<file path="src/rtl/core/ssaa_pkg.sv">
`timescale 1ns / 1ps
// ----------------------------------------------------------------------------
// ssaa_pkg
// Shared constants, types and tables for the block downscaler.
// ----------------------------------------------------------------------------
package ssaa_pkg;

  localparam int DEF_MAX_WIDTH  = 4096;
  localparam int DEF_MAX_FACTOR = 16;

  localparam int PIX_W       = 8;
  localparam int NUM_CH      = 3;
  localparam int SUM_W       = 16;
  localparam int RECIP_W     = 25;
  localparam int RECIP_SHIFT = 24;
  localparam int PROD_W      = SUM_W + RECIP_W;

  localparam int HEIGHT_LIMIT = 4096;
  localparam int ROW_W        = 12;
  localparam int HEIGHT_W     = 13;

  localparam int FACTOR_W     = 5;
  localparam int CFG_IDX_W    = 4;
  localparam int CFG_DATA_W   = 13;
  localparam int GAUSS_FACTOR = 3;

  localparam logic [FACTOR_W-1:0]   RST_SCALE  = 5'd2;
  localparam logic                  RST_COLOUR = 1'b0;
  localparam logic [CFG_DATA_W-1:0] RST_WIDTH  = 13'd4096;
  localparam logic [CFG_DATA_W-1:0] RST_HEIGHT = 13'd4096;

  typedef enum logic [CFG_IDX_W-1:0] {
    REG_SCALE  = 4'd0,
    REG_COLOUR = 4'd1,
    REG_WIDTH  = 4'd2,
    REG_HEIGHT = 4'd3
  } cfg_reg_t;

  // 1-2-1 / 2-4-2 / 1-2-1 weights as left shifts
  localparam logic [1:0] GAUSS_SHIFT [4][4] = '{
    '{2'd0, 2'd1, 2'd0, 2'd0},
    '{2'd1, 2'd2, 2'd1, 2'd0},
    '{2'd0, 2'd1, 2'd0, 2'd0},
    '{2'd0, 2'd0, 2'd0, 2'd0}
  };

  typedef struct packed {
    logic       active;
    logic       first;
    logic       emit;
    logic       frame_end;
    logic [1:0] shift;
  } pix_ctl_t;

  typedef struct packed {
    logic             vld;
    logic             fe;
    logic [PIX_W-1:0] q;
  } lane_res_t;

  typedef struct packed {
    logic                         fe;
    logic [NUM_CH-1:0][PIX_W-1:0] pix;
  } out_item_t;

  // ceil(2^24 / f^2); the gaussian factor divides by 16 instead
  function automatic logic [RECIP_W-1:0] recip_of(input logic [FACTOR_W-1:0] f);
    logic [RECIP_W-1:0] m;
    case (f)
      5'd1:    m = 25'd16777216;
      5'd2:    m = 25'd4194304;
      5'd3:    m = 25'd1048576;
      5'd4:    m = 25'd1048576;
      5'd5:    m = 25'd671089;
      5'd6:    m = 25'd466034;
      5'd7:    m = 25'd342393;
      5'd8:    m = 25'd262144;
      5'd9:    m = 25'd207127;
      5'd10:   m = 25'd167773;
      5'd11:   m = 25'd138655;
      5'd12:   m = 25'd116509;
      5'd13:   m = 25'd99274;
      5'd14:   m = 25'd85599;
      5'd15:   m = 25'd74566;
      5'd16:   m = 25'd65536;
      default: m = 25'd16777216;
    endcase
    return m;
  endfunction

endpackage

</file>
<file path="src/rtl/core/ssaa_merge.sv">
`timescale 1ns / 1ps
// ----------------------------------------------------------------------------
// ssaa_merge
// Joins the lane results into one output pixel and holds up to two of them
// in a small output buffer that decouples the pipeline from the sink.
// ----------------------------------------------------------------------------
module ssaa_merge (
  input  logic                                              clk,
  input  logic                                              rst_n,
  input  ssaa_pkg::lane_res_t [ssaa_pkg::NUM_CH-1:0]        res,
  output logic                                              adv,
  output logic                                              out_tvalid,
  input  logic                                              out_tready,
  output logic [ssaa_pkg::NUM_CH*ssaa_pkg::PIX_W-1:0]       out_tdata,
  output logic                                              out_tlast
);

  localparam int BUF_DEPTH = 2;

  ssaa_pkg::out_item_t ent0_r, ent0_nxt;
  ssaa_pkg::out_item_t ent1_r, ent1_nxt;
  ssaa_pkg::out_item_t new_item;
  logic [1:0]          cnt_r, cnt_nxt;
  logic                push, pop;

  always_comb begin
    new_item.fe = res[0].fe;
    for (int ch = 0; ch < ssaa_pkg::NUM_CH; ch++) begin
      new_item.pix[ch] = res[ch].q;
    end
  end

  assign adv  = cnt_r != 2'(BUF_DEPTH);
  assign push = adv && res[0].vld;
  assign pop  = out_tvalid && out_tready;

  always_comb begin
    ent0_nxt = ent0_r;
    ent1_nxt = ent1_r;
    cnt_nxt  = cnt_r;
    case ({push, pop})
      2'b10: begin
        if (cnt_r == 2'd0) begin
          ent0_nxt = new_item;
        end else begin
          ent1_nxt = new_item;
        end
        cnt_nxt = cnt_r + 2'd1;
      end
      2'b01: begin
        ent0_nxt = ent1_r;
        cnt_nxt  = cnt_r - 2'd1;
      end
      2'b11: begin
        // push implies room and pop an entry, so the buffer holds only the head
        if (cnt_r == 2'd1) begin
          ent0_nxt = new_item;
        end else begin
          ent0_nxt = ent1_r;
          ent1_nxt = new_item;
        end
      end
      default: ;
    endcase
  end

  always_ff @(posedge clk) begin
    if (!rst_n) begin
      cnt_r <= '0;
    end else begin
      cnt_r <= cnt_nxt;
    end
  end

  always_ff @(posedge clk) begin
    ent0_r <= ent0_nxt;
    ent1_r <= ent1_nxt;
  end

  assign out_tvalid = cnt_r != 2'd0;
  assign out_tdata  = ent0_r.pix;
  assign out_tlast  = ent0_r.fe;

endmodule

</file>
<file path="config.mk">
export PLATFORM = sky130hd
export DESIGN_NAME = ssaa_merge
export DESIGN_NICKNAME = d
export VERILOG_FILES = /design/src/rtl/core/ssaa_pkg.sv /design/src/rtl/core/ssaa_merge.sv
export SDC_FILE = /design/constraint.sdc
export NUM_CORES = 1
export LEC_CHECK = 0
export BUFFER_PORTS_ARGS = -buffer_cell sky130_fd_sc_hd__buf_2
export CORE_UTILIZATION = 54
export CTS_BUF_LIST = sky130_fd_sc_hd__clkbuf_16
export DETAILED_ROUTE_END_ITERATION = 7
export GPL_ROUTABILITY_DRIVEN = 0
export HOLD_SLACK_MARGIN = 0.05
export PLACE_DENSITY_LB_ADDON = 0.15
export SLEW_MARGIN = 20
export SYNTH_ARGS = -nofsm -noshare
export SYNTH_HDL_FRONTEND = slang
export SYNTH_SLANG_ARGS = --single-unit
</file>
<file path="constraint.sdc">
create_clock -name clk -period 6.2 [get_ports clk]
set_clock_uncertainty 0.05 [all_clocks]
set_input_delay 0.31 -clock clk [delete_from_list [all_inputs] [get_ports clk]]
set_output_delay 0.31 -clock clk [all_outputs]
set_load 0.01 [all_outputs]
</file>
==> flow_metrics.py <==
metrics = {
    "run_status": {
        "status": "completed",
    },
    "flow_run": {
        "drv_cap": 0,
    },
    "routing": {
        "vias": 1144,
        "drt-initial-drc-count": 71,
        "wl_um": 3330,
        "wl_per_cell_um": 15.2,
        "drc": 0,
        "ant_nets": 0,
        "drt_first_pass_iters": 4,
        "via_per_inst": 5.22,
    },
    "clock_network": {
        "clock_path_buffers": 2,
        "h-tree-depth": 2,
        "clockRootBuffer": "clkbuf_16",
        "cts_hold_buf": 0,
        "cts_tree": "yes",
        "cts-buffers-inserted": 5,
        "post_cts_buffers": 0,
        "cts.repair.resized": 0,
        "clkSinkCount": 52,
        "clk_pin_slew_ns": 0.07,
        "worst_skew_pair.late_latency_ns": 0.28,
    },
    "global_routing": {
        "grt_pass1_wl_um": 5430,
        "grt_pass1_vias": 1123,
        "use_met1": 0.232,
        "grt-busiest-layer": "met2",
        "track_usage": 0.181,
        "use_met2": 0.290,
        "antenna_found_initial": 0,
        "use_met3": 0.0429,
        "grt_overflow": 0,
        "grt_max_degree": 26,
    },
    "setup_path": {
        "path_buf_inv": 3,
        "required_ns": 6.13,
        "startpoint_type": "register",
        "arrival_ns": 2.53,
        "critical-path-max-stage-delay_ns": 0.58,
        "crit_fanout": 14,
        "crit_family": "compound AO/OA/AOI/OAI gates",
        "crit_path_end_kind": "register",
        "worstSetupPathType": "reg -> reg",
        "crit_top_cell": "ha_1",
        "path_cells": "inv_1 > ha_1 > nand2b_4 > inv_4 > ha_1 > nand2b_1 > a22oi_2 > buf_4",
        "crit_slowest_cell": "a22oi_2",
    },
    "hold_path": {
        "hold_class": "in -> reg",
    },
    "synthesis": {
        "syn-num-nets": 150,
        "yosys_warnings": 0,
        "synth_seq_cells": 52,
        "syn_avg_cell_area_sq_um": 18.8,
        "synth_area_leaders": "edfxtp_1, a22o_1, ha_1, a22o_2, buf_6",
        "synth_top_area_share": 0.727,
        "yosys-top-cells-count": "edfxtp_1, a22o_1, ha_1, inv_1, a22o_2",
        "synth_edf_count": 50,
        "seq_area_frac_synth": 0.747,
        "synth_cells": 110,
        "async_flop_share": 0,
        "yosys.area.top_type": "edfxtp_1",
        "synth.most_common_cell": "edfxtp_1",
        "netlist_area_sq_um": 2060,
        "synth.distinct_cells": 19,
        "ys.flop_type": "edfxtp_1",
    },
    "sta": {
        "fmax_ghz": 0.385,
        "rsz0062_at_grt": "no",
        "min_period_over_period": 0.419,
        "finalSetupViolations": 0,
        "timing.setup.tns_ns": 0,
        "finalMaxSlewViolations": 0,
        "relSlewSlack": 0.527,
        "worst_slew_pin_slew_ns": 0.709,
        "period_minus_slack_ns": 2.60,
        "hold_violations": 0,
    },
    "placement": {
        "dpl.hpwl_um": 2300,
        "portBuffers": 55,
    },
    "die": {
        "start_util": 0.564,
        "row_count": 22,
        "coreArea_sq_um": 3660,
        "die_y_um": 63.8,
        "io-pin-count": 60,
        "die_area_sq_um": 4070,
        "fp.dieW_um": 63.8,
    },
    "cells_and_area": {
        "area_delta_synth_final_pct": 23.2,
        "diodes": 0,
        "drive_above_1_share": 0.456,
        "n_fill_cell": 261,
        "final_util": 0.694,
        "nets": 210,
    },
    "power_and_ir_drop": {
        "power_switching_uw": 371,
        "p_sw_frac": 0.294,
        "leakagePower_nw": 1.03,
        "p_seq_frac": 0.465,
        "p_clk_frac": 0.237,
        "vdd_drop_max_mv": 0.246,
        "p_int_uw": 892,
        "power_density_nw_per_um2": 497,
        "p_comb_frac": 0.298,
    },
}
[final timing paths]
check,start,slack [ns],end,cells after the start
setup / recovery,cnt_r[0]$_SDFFE_PN0P_,3.60,ent1_r[9]$_DFFE_PP_,8
hold / removal,res[4],0.17,ent1_r[4]$_DFFE_PP_,1
setup reg to reg,cnt_r[0]$_SDFFE_PN0P_,3.60,ent1_r[9]$_DFFE_PP_,8
hold reg to reg,ent1_r[19]$_DFFE_PP_,0.48,out_tdata[19]$_DFFE_PP_,1
[cell usage in the layout, fill, tap and decap left out, drive strengths merged]
cell / count
buf: 57
edfxtp: 50
a22o: 25
inv: 9
ha: 7
clkbuf: 5
nand2: 3
nand2b: 3
xnor2: 2
dfxtp: 2
a21oi: 2
o21ai: 2
a22oi: 1
and2: 1
bufinv: 1
clkinv: 1
[cells by family (layout without fill, tap and decap cells)]
| family | count (synthesis) | in the layout | synth area share |
|---|---|---|---|
| buffers and inverters | 12 | 73 | 0.0376 |
| XOR/XNOR | 2 | 2 | 0.00849 |
| flip-flops | 52 | 52 | 0.747 |
| adder cells (fa/ha/maj) | 7 | 7 | 0.0424 |
| AO/OA/AOI/OAI | 30 | 30 | 0.136 |
| AND/OR/NAND/NOR | 7 | 7 | 0.0285 |
[layer usage]
metal  up-vias  routed length [um]
met5         -                   0
met4         0                  63
met3         7                 174
met2        41                1650
met1       548                1440
li1        548                   -
[area by class of cell]
type                    count  area [sq um]  area share
clock buffers               5           125      0.0492
clock inverters             3          38.8      0.0153
inverters                   8          32.5      0.0128
multi-input cells          46           454       0.179
flip-flops and latches     52          1540       0.606
well taps                  48          60.1      0.0236
repair buffers             57           290       0.114
[power groups by stage]
| stage | clock [mW] | combinational (mW) | sequential, mW |
|---|---|---|---|
| finish | 0.300 | 0.376 | 0.587 |
| global route | 0.321 | 0.412 | 0.596 |
| CTS | 0.306 | 0.381 | 0.589 |
| detailed placement | 0 | 0.379 | 0.595 |
| global placement | 0 | 0.367 | 0.590 |
| floorplan | 0 | 0.215 | 0.636 |
[worst register-to-register path: cells and delay by family, from the launching register on]
family	cells	cell delay [ns]
AO/OA/AOI/OAI	1	0.58
AND/OR/NAND/NOR	2	0.38
buffers and inverters	3	0.50
flip-flops	1	0.33
adder cells (fa/ha/maj)	2	0.45
[through the flow]
step | setup slack (ns) | hold WS [ns] | std cells | instance area (sq um) | power, mW
floorplan | 3.11 | 0.359 | 110 | 2060 | 0.851
global placement | 3.68 | 0.455 | 211 | 2380 | 0.957
detailed placement | 3.61 | 0.457 | 211 | 2380 | 0.974
CTS | 3.58 | 0.161 | 219 | 2540 | 1.28
global route | 3.45 | 0.157 | 219 | 2540 | 1.33
finish | 3.60 | 0.167 | 219 | 2540 | 1.26
[state kept, by name, summed over array words and instances (netlist names)]
| register | cells |
|---|---|
| cnt_r | 2 |
| ent1_r | 25 |
| out_tdata | 24 |
| out_tlast | 1 |
(Power assumes the default switching activity.)
