## src/rtl/core/ssaa_pkg.sv

```systemverilog
`timescale 1ns / 1ps
// ----------------------------------------------------------------------------
// ssaa_pkg
// Shared constants, types and tables for the block downscaler.
// ----------------------------------------------------------------------------
package ssaa_pkg;

  localparam int DEF_MAX_WIDTH  = 4096;
  localparam int DEF_MAX_FACTOR = 16;

  localparam int PIX_W       = 8;
  localparam int NUM_CH      = 3;
  localparam int SUM_W       = 16;
  localparam int RECIP_W     = 25;
  localparam int RECIP_SHIFT = 24;
  localparam int PROD_W      = SUM_W + RECIP_W;

  localparam int HEIGHT_LIMIT = 4096;
  localparam int ROW_W        = 12;
  localparam int HEIGHT_W     = 13;

  localparam int FACTOR_W     = 5;
  localparam int CFG_IDX_W    = 4;
  localparam int CFG_DATA_W   = 13;
  localparam int GAUSS_FACTOR = 3;

  localparam logic [FACTOR_W-1:0]   RST_SCALE  = 5'd2;
  localparam logic                  RST_COLOUR = 1'b0;
  localparam logic [CFG_DATA_W-1:0] RST_WIDTH  = 13'd4096;
  localparam logic [CFG_DATA_W-1:0] RST_HEIGHT = 13'd4096;

  typedef enum logic [CFG_IDX_W-1:0] {
    REG_SCALE  = 4'd0,
    REG_COLOUR = 4'd1,
    REG_WIDTH  = 4'd2,
    REG_HEIGHT = 4'd3
  } cfg_reg_t;

  // 1-2-1 / 2-4-2 / 1-2-1 weights as left shifts
  localparam logic [1:0] GAUSS_SHIFT [4][4] = '{
    '{2'd0, 2'd1, 2'd0, 2'd0},
    '{2'd1, 2'd2, 2'd1, 2'd0},
    '{2'd0, 2'd1, 2'd0, 2'd0},
    '{2'd0, 2'd0, 2'd0, 2'd0}
  };

  typedef struct packed {
    logic       active;
    logic       first;
    logic       emit;
    logic       frame_end;
    logic [1:0] shift;
  } pix_ctl_t;

  typedef struct packed {
    logic             vld;
    logic             fe;
    logic [PIX_W-1:0] q;
  } lane_res_t;

  typedef struct packed {
    logic                         fe;
    logic [NUM_CH-1:0][PIX_W-1:0] pix;
  } out_item_t;

  // ceil(2^24 / f^2); the gaussian factor divides by 16 instead
  function automatic logic [RECIP_W-1:0] recip_of(input logic [FACTOR_W-1:0] f);
    logic [RECIP_W-1:0] m;
    case (f)
      5'd1:    m = 25'd16777216;
      5'd2:    m = 25'd4194304;
      5'd3:    m = 25'd1048576;
      5'd4:    m = 25'd1048576;
      5'd5:    m = 25'd671089;
      5'd6:    m = 25'd466034;
      5'd7:    m = 25'd342393;
      5'd8:    m = 25'd262144;
      5'd9:    m = 25'd207127;
      5'd10:   m = 25'd167773;
      5'd11:   m = 25'd138655;
      5'd12:   m = 25'd116509;
      5'd13:   m = 25'd99274;
      5'd14:   m = 25'd85599;
      5'd15:   m = 25'd74566;
      5'd16:   m = 25'd65536;
      default: m = 25'd16777216;
    endcase
    return m;
  endfunction

endpackage

```

## src/rtl/core/ssaa_ctrl.sv

```systemverilog
`timescale 1ns / 1ps
// ----------------------------------------------------------------------------
// ssaa_ctrl
// Configuration registers, raster position counters and per-pixel control.
// ----------------------------------------------------------------------------
module ssaa_ctrl #(
  parameter int MAX_WIDTH  = ssaa_pkg::DEF_MAX_WIDTH,
  parameter int MAX_FACTOR = ssaa_pkg::DEF_MAX_FACTOR
) (
  input  logic                                           clk,
  input  logic                                           rst_n,
  input  logic                                           cfg_valid,
  input  logic [ssaa_pkg::CFG_IDX_W-1:0]                 cfg_index,
  input  logic [ssaa_pkg::CFG_DATA_W-1:0]                cfg_data,
  input  logic                                           take,
  input  logic [ssaa_pkg::NUM_CH-1:0][ssaa_pkg::PIX_W-1:0] px_in,
  output ssaa_pkg::pix_ctl_t                             ctl,
  output logic [$clog2(MAX_WIDTH)-1:0]                   addr,
  output logic [ssaa_pkg::NUM_CH-1:0][ssaa_pkg::PIX_W-1:0] px_out,
  output logic [ssaa_pkg::RECIP_W-1:0]                   recip
);

  localparam int CW = $clog2(MAX_WIDTH);
  localparam int WW = $clog2(MAX_WIDTH + 1);
  localparam int FW = $clog2(MAX_FACTOR + 1);
  localparam int BW = $clog2(MAX_FACTOR);
  localparam int XW = (WW > ssaa_pkg::HEIGHT_W) ? WW : ssaa_pkg::HEIGHT_W;
  localparam int HW = ssaa_pkg::HEIGHT_W;
  localparam int RW = ssaa_pkg::ROW_W;

  logic [ssaa_pkg::FACTOR_W-1:0]   sf_r;
  logic                            cm_r;
  logic [ssaa_pkg::CFG_DATA_W-1:0] iw_r;
  logic [ssaa_pkg::CFG_DATA_W-1:0] ih_r;

  logic [CW-1:0] in_col_r, in_col_nxt;
  logic [RW-1:0] in_row_r, in_row_nxt;
  logic [BW-1:0] cib_r, cib_nxt;
  logic [BW-1:0] rib_r, rib_nxt;
  logic [CW-1:0] out_col_r, out_col_nxt;

  logic          restart;
  logic [FW-1:0] f_eff;
  logic [WW-1:0] w_eff;
  logic [HW-1:0] h_eff;
  logic          col_wrap, row_wrap, cib_wrap, rib_wrap;
  logic [WW:0]   col_end, col_next;
  logic [HW:0]   row_end, row_next;
  logic          col_fit, row_fit, last_cblk, last_rblk;

  always_comb begin
    case (ssaa_pkg::cfg_reg_t'(cfg_index))
      ssaa_pkg::REG_SCALE,
      ssaa_pkg::REG_COLOUR,
      ssaa_pkg::REG_WIDTH,
      ssaa_pkg::REG_HEIGHT: restart = cfg_valid;
      default:              restart = 1'b0;
    endcase
  end

  always_ff @(posedge clk) begin
    if (!rst_n) begin
      sf_r <= ssaa_pkg::RST_SCALE;
      cm_r <= ssaa_pkg::RST_COLOUR;
      iw_r <= ssaa_pkg::RST_WIDTH;
      ih_r <= ssaa_pkg::RST_HEIGHT;
    end else if (cfg_valid) begin
      case (ssaa_pkg::cfg_reg_t'(cfg_index))
        ssaa_pkg::REG_SCALE:  sf_r <= cfg_data[ssaa_pkg::FACTOR_W-1:0];
        ssaa_pkg::REG_COLOUR: cm_r <= cfg_data[0];
        ssaa_pkg::REG_WIDTH:  iw_r <= cfg_data;
        ssaa_pkg::REG_HEIGHT: ih_r <= cfg_data;
        default: ;
      endcase
    end
  end

  // effective factor, width and height after clamping
  always_comb begin
    if (sf_r == '0) begin
      f_eff = FW'(1);
    end else if (sf_r > ssaa_pkg::FACTOR_W'(MAX_FACTOR)) begin
      f_eff = FW'(MAX_FACTOR);
    end else begin
      f_eff = FW'(sf_r);
    end
    if (iw_r == '0) begin
      w_eff = WW'(1);
    end else if (XW'(iw_r) > XW'(MAX_WIDTH)) begin
      w_eff = WW'(MAX_WIDTH);
    end else begin
      w_eff = WW'(iw_r);
    end
    if (ih_r == '0) begin
      h_eff = HW'(1);
    end else if (ih_r > HW'(ssaa_pkg::HEIGHT_LIMIT)) begin
      h_eff = HW'(ssaa_pkg::HEIGHT_LIMIT);
    end else begin
      h_eff = ih_r;
    end
  end

  // whole-block checks without a divider: block start plus factor against size
  always_comb begin
    col_end   = (WW+1)'(in_col_r) - (WW+1)'(cib_r) + (WW+1)'(f_eff);
    col_next  = (WW+1)'(in_col_r) + (WW+1)'(f_eff) + (WW+1)'(1);
    row_end   = (HW+1)'(in_row_r) - (HW+1)'(rib_r) + (HW+1)'(f_eff);
    row_next  = (HW+1)'(in_row_r) + (HW+1)'(f_eff) + (HW+1)'(1);
    col_fit   = col_end <= (WW+1)'(w_eff);
    row_fit   = row_end <= (HW+1)'(h_eff);
    last_cblk = col_next > (WW+1)'(w_eff);
    last_rblk = row_next > (HW+1)'(h_eff);
  end

  always_comb begin
    col_wrap = WW'(in_col_r) >= w_eff - WW'(1);
    row_wrap = HW'(in_row_r) >= h_eff - HW'(1);
    cib_wrap = FW'(cib_r) >= f_eff - FW'(1);
    rib_wrap = FW'(rib_r) >= f_eff - FW'(1);

    in_col_nxt  = in_col_r;
    in_row_nxt  = in_row_r;
    cib_nxt     = cib_r;
    rib_nxt     = rib_r;
    out_col_nxt = out_col_r;
    if (restart) begin
      in_col_nxt  = '0;
      in_row_nxt  = '0;
      cib_nxt     = '0;
      rib_nxt     = '0;
      out_col_nxt = '0;
    end else if (take) begin
      if (col_wrap) begin
        in_col_nxt  = '0;
        cib_nxt     = '0;
        out_col_nxt = '0;
        if (row_wrap) begin
          in_row_nxt = '0;
          rib_nxt    = '0;
        end else begin
          in_row_nxt = in_row_r + RW'(1);
          rib_nxt    = rib_wrap ? '0 : rib_r + BW'(1);
        end
      end else begin
        in_col_nxt = in_col_r + CW'(1);
        if (cib_wrap) begin
          cib_nxt     = '0;
          out_col_nxt = out_col_r + CW'(1);
        end else begin
          cib_nxt = cib_r + BW'(1);
        end
      end
    end
  end

  always_ff @(posedge clk) begin
    if (!rst_n) begin
      in_col_r  <= '0;
      in_row_r  <= '0;
      cib_r     <= '0;
      rib_r     <= '0;
      out_col_r <= '0;
    end else begin
      in_col_r  <= in_col_nxt;
      in_row_r  <= in_row_nxt;
      cib_r     <= cib_nxt;
      rib_r     <= rib_nxt;
      out_col_r <= out_col_nxt;
    end
  end

  always_comb begin
    ctl.active    = col_fit && row_fit;
    ctl.first     = (cib_r == '0) && (rib_r == '0);
    ctl.emit      = col_fit && row_fit && (FW'(cib_r) == f_eff - FW'(1)) &&
                    (FW'(rib_r) == f_eff - FW'(1));
    ctl.frame_end = last_cblk && last_rblk;
    if (f_eff == FW'(ssaa_pkg::GAUSS_FACTOR)) begin
      ctl.shift = ssaa_pkg::GAUSS_SHIFT[2'(rib_r)][2'(cib_r)];
    end else begin
      ctl.shift = 2'd0;
    end
  end

  assign addr      = out_col_r;
  assign px_out[0] = px_in[0];
  assign px_out[1] = cm_r ? px_in[1] : '0;
  assign px_out[2] = cm_r ? px_in[2] : '0;
  assign recip     = ssaa_pkg::recip_of(ssaa_pkg::FACTOR_W'(f_eff));

endmodule

```

## config.mk

```make
export PLATFORM = sky130hd
export DESIGN_NAME = ssaa_ctrl
export DESIGN_NICKNAME = d
export VERILOG_FILES = /design/src/rtl/core/ssaa_pkg.sv /design/src/rtl/core/ssaa_ctrl.sv
export SDC_FILE = /design/constraint.sdc
export NUM_CORES = 1
export LEC_CHECK = 0
export ABC_AREA = 1
export BUFFER_PORTS_ARGS = -buffer_cell sky130_fd_sc_hd__buf_2
export CAP_MARGIN = 0
export CORE_AREA = 2 2 146 255
export CTS_CLUSTER_DIAMETER = 50
export DETAILED_ROUTE_END_ITERATION = 10
export DIE_AREA = 0 0 148 257
export SLEW_MARGIN = 20
export SYNTH_ARGS = -nofsm -noshare
export SYNTH_HDL_FRONTEND = slang
export SYNTH_SLANG_ARGS = --single-unit
export TNS_END_PERCENT = 30
```

## constraint.sdc

```tcl
create_clock -name clk -period 13.5 [get_ports clk]
set_input_delay 2.7 -clock clk [delete_from_list [all_inputs] [get_ports clk]]
set_output_delay 2.7 -clock clk [all_outputs]
set_load 0.02 [all_outputs]
```

==> reports/qor.yml <==
synth:
  synth-adder-area-share_pct: 19.8
  seq_area_frac_synth_pct: 17.1
  synth-seq-cells: 76
  synth_area_um2: 8900
  synth_top_family_by_area: "simple AND/OR/NAND/NOR gates"
  synth_cell_types: 49
  synth-xor-area-share_pct: 9.36
  yosysWarnings: 0
  syn_inst: 1355
  synth-compound-area-share_pct: 12.6
  synth_mux_area_share_pct: 0
  synthArstFlopShare_pct: 0
  synth-edff-count: 0
  synth-simple-area-share_pct: 28.4
  synth_ff_type: "dfxtp_1"
  syn_area_per_cell_um2: 6.57
grt:
  grt_usage_pct: 15.4
  antenna_found_initial: 0
  grt_pass1_vias: 8850
  grt_pass1_wl_um: 45500
  grt_overflow_total: 0
  grt_max_degree: 33
finish:
  drive_gt1_share_pct: 11.1
  layout_commonest_cell: "nand2_1"
  fill_cells: 3997
  n_antenna_cell: 0
  final_cell_mix: "258 x nand2_1, 226 x inv_1, 143 x nor2_1"
  nets: 1607
  syn_to_final_growth_pct: 12.7
die:
  chipWidth_um: 148
  coreArea_um2: 35900
  die_area_um2: 38000
  io_pins: 112
  initial_core_util_pct: 24.8
  dieHeight_um: 257
  rows: 92
clocking:
  clockBufferDepth: 2
  cts-buffers-inserted: 9
  path_clk_slew_ns: 0.06
  cts_tree: "built"
  root_buffer: "clkbuf_16"
  clkLatencyLatePin_ns: 0.36
  cts_sinks: 76
  cts-resized-gates: 0
  postCtsSetupBuffers: 0
  htreeDepth: 3
  hold_buffers: 0
setup_path:
  path_cells: "inv_2 > nand3_1 > a21oi_1 > inv_1 > ha_1 > fa_1 > o31ai_1 > a21oi_1 > nor2_1 > nand2_1 > nor2_1 > xor2_1 > ha_1 > nand2_1 > o21ai_0 > a21oi_1 > nor2_1 > o21ai_0 > nand2_1 > nand3_1 > a41oi_1 > buf_2"
  cp_data_arrival_time_ns: 5.24
  cp-start-kind: "flop"
  crit_fanout: 9
  worstRegToRegCells: 22
  path_class: "reg2out"
  rr_startpoint: "iw_r[12]"
  slowest_stage: "a21oi_1"
  max_stage_delay_ns: 0.65
  reg2reg_to: "rib_r[1]"
  cp-end-kind: "output port"
  required_ns: 10.80
  reg2reg_slack_ns: 8.76
timing:
  slew-limit-headroom_pct: 35.7
  fin_worst_hold_slack_ns: 0.472
  report.final.slew_viol_count: 0
  finClkSkew_ns: 0.00864
  setup_viol: 0
  rsz0062_at_grt: "no"
  min_period_ns: 7.94
  hold_viol_final: 0
  setup_tns_ns: 0
  fin_crit_sh_pct: 58.8
  worst_slew_pin_slew_ns: 0.961
  max_freq_mhz: 126
detailed_routing:
  drtPass1Iterations: 5
  postRouteAntennaNets: 0
  routed_wirelength_um: 29400
  drt_iter0_drc: 479
  avgViaCountPerCell: 4.69
  drc: 0
  wire_per_inst_um: 15.5
  vias: 8908
pwr:
  power_density_nw_per_um2: 64.2
  p_leak_nw: 5.31
  peakVddDrop_mv: 0.0591
min_path:
  min_path_cells: 2
  hold_end: "iw_r[0]"
  hold_path_class: "reg2reg"
  worstHoldStart: "iw_r[0]"
place:
  hpwl_um: 25000
  portBuffers: 93
  place_congestion: 0.970
flow_run:
  cap_viol_max_count: 0
run_status:
  status: "complete, no violations"
==> power by group <==
part	leakage, nW	switching [mW]	total, mW	internal (mW)
Sequential	0.614	0.00521	0.233	0.228
Combinational	4.56	0.114	0.173	0.0590
Clock	0.135	0.0975	0.238	0.141
Total	5.31	0.217	0.644	0.427
==> cells by family (layout without fill, tap and decap cells) <==
group | after synthesis | in the layout
AOI/OAI and AO/OA | 204 | 204
xor gates and xnor gates | 93 | 93
adders and majority gates | 137 | 137
buffers and inverters | 280 | 352
DFF | 76 | 76
other | 1 | 2
and+or+nand+nor | 564 | 564
==> Yosys cell counts (2+ instances only) <==
library cell  instances  area (um2)
inv_2                13        48.8
dfxtp_1              76        1520
o211ai_1              7        52.6
nand3_2              10         100
o21bai_1              2        15.0
ha_1                131        1640
nor2_1              143         537
nand2_2               3        18.8
nor4_1                2        12.5
o21ai_2               4        35.0
nand2_1             258         968
xnor2_1              10        87.6
nor3_1               32         160
nand4_1              40         250
inv_1               226         848
o31ai_1               6        45.0
clkbuf_1             17        63.8
a21oi_2               6        52.6
buf_4                11        82.6
a21oi_1             101         505
o221ai_1              2        17.5
xor2_1               82         718
buf_2                 6        30.0
nand3_1              60         300
nand3_4               2        35.0
buf_6                 2        22.5
o21ai_1              14        70.1
nand2_4               5        56.3
o21ai_0              57         285
nor2_4                2        22.5
inv_4                 2        12.5
fa_1                  6         120
==> worst max path at each step <==
stage	start	to	slack (ns)	cells past startpoint
after floorplan	in_row_r[0]	ctl[3]	6.84	28
after global placement	sf_r[2]	ctl[2]	6.12	22
after detailed placement	sf_r[2]	ctl[2]	5.98	22
after CTS	sf_r[2]	ctl[2]	5.56	22
after global routing	sf_r[2]	ctl[2]	5.21	22
final	sf_r[2]	ctl[2]	5.56	22
==> worst max-delay path: cells and delay by family, from the launching register on <==
family                   cells  cell delay [ns]
AO/OA/AOI/OAI                7             1.82
adder cells (fa/ha/maj)      3             1.01
AND/OR/NAND/NOR              8             0.84
buffers and inverters        3             0.74
flip-flops                   1             0.38
XOR/XNOR                     1             0.09
==> metrics by stage <==
step	util (%)	power, mW	instance area [um2]	worst slack (ns)	instances
after floorplan	-	0.361	8900	6.84	1356
after global placement	27.2	0.407	9760	6.12	1884
after detailed placement	27.2	0.410	9760	5.98	1884
after CTS	27.9	0.649	10000	5.56	1898
after global routing	27.9	0.679	10000	5.21	1898
final	27.9	0.644	10000	5.56	1898
==> routing by layer <==
| layer | vias up | routed length (um) | GRT usage [%] |
|---|---|---|---|
| met1 | 4073 | 10300 | 14.3 |
| met4 | 0 | 2650 | 13.3 |
| li1 | 4495 | - | - |
| met5 | - | 0 | 0 |
| met3 | 110 | 824 | 1.56 |
| met2 | 230 | 15600 | 29.2 |
==> sequential cells by signal (all words and copies together) (netlist names) <==
register and cells:
ih_r 13, iw_r 13, addr 12, in_col_r 12, in_row_r 12, sf_r 5
cib_r 4, rib_r 4, cm_r 1
==> final cells by class <==
cell class                      count  area, um2  area share [%]
Multi-Input combinational cell   1000       6250            62.3
Sequential cell                    76       1520            15.2
Inverter                          243        922            9.19
Tap cell                          470        588            5.86
Timing Repair Buffer               95        480            4.79
Clock buffer                       11        233            2.32
Clock inverter                      3       40.0           0.399
No activity file was read; power rests on OpenSTA's default activity.
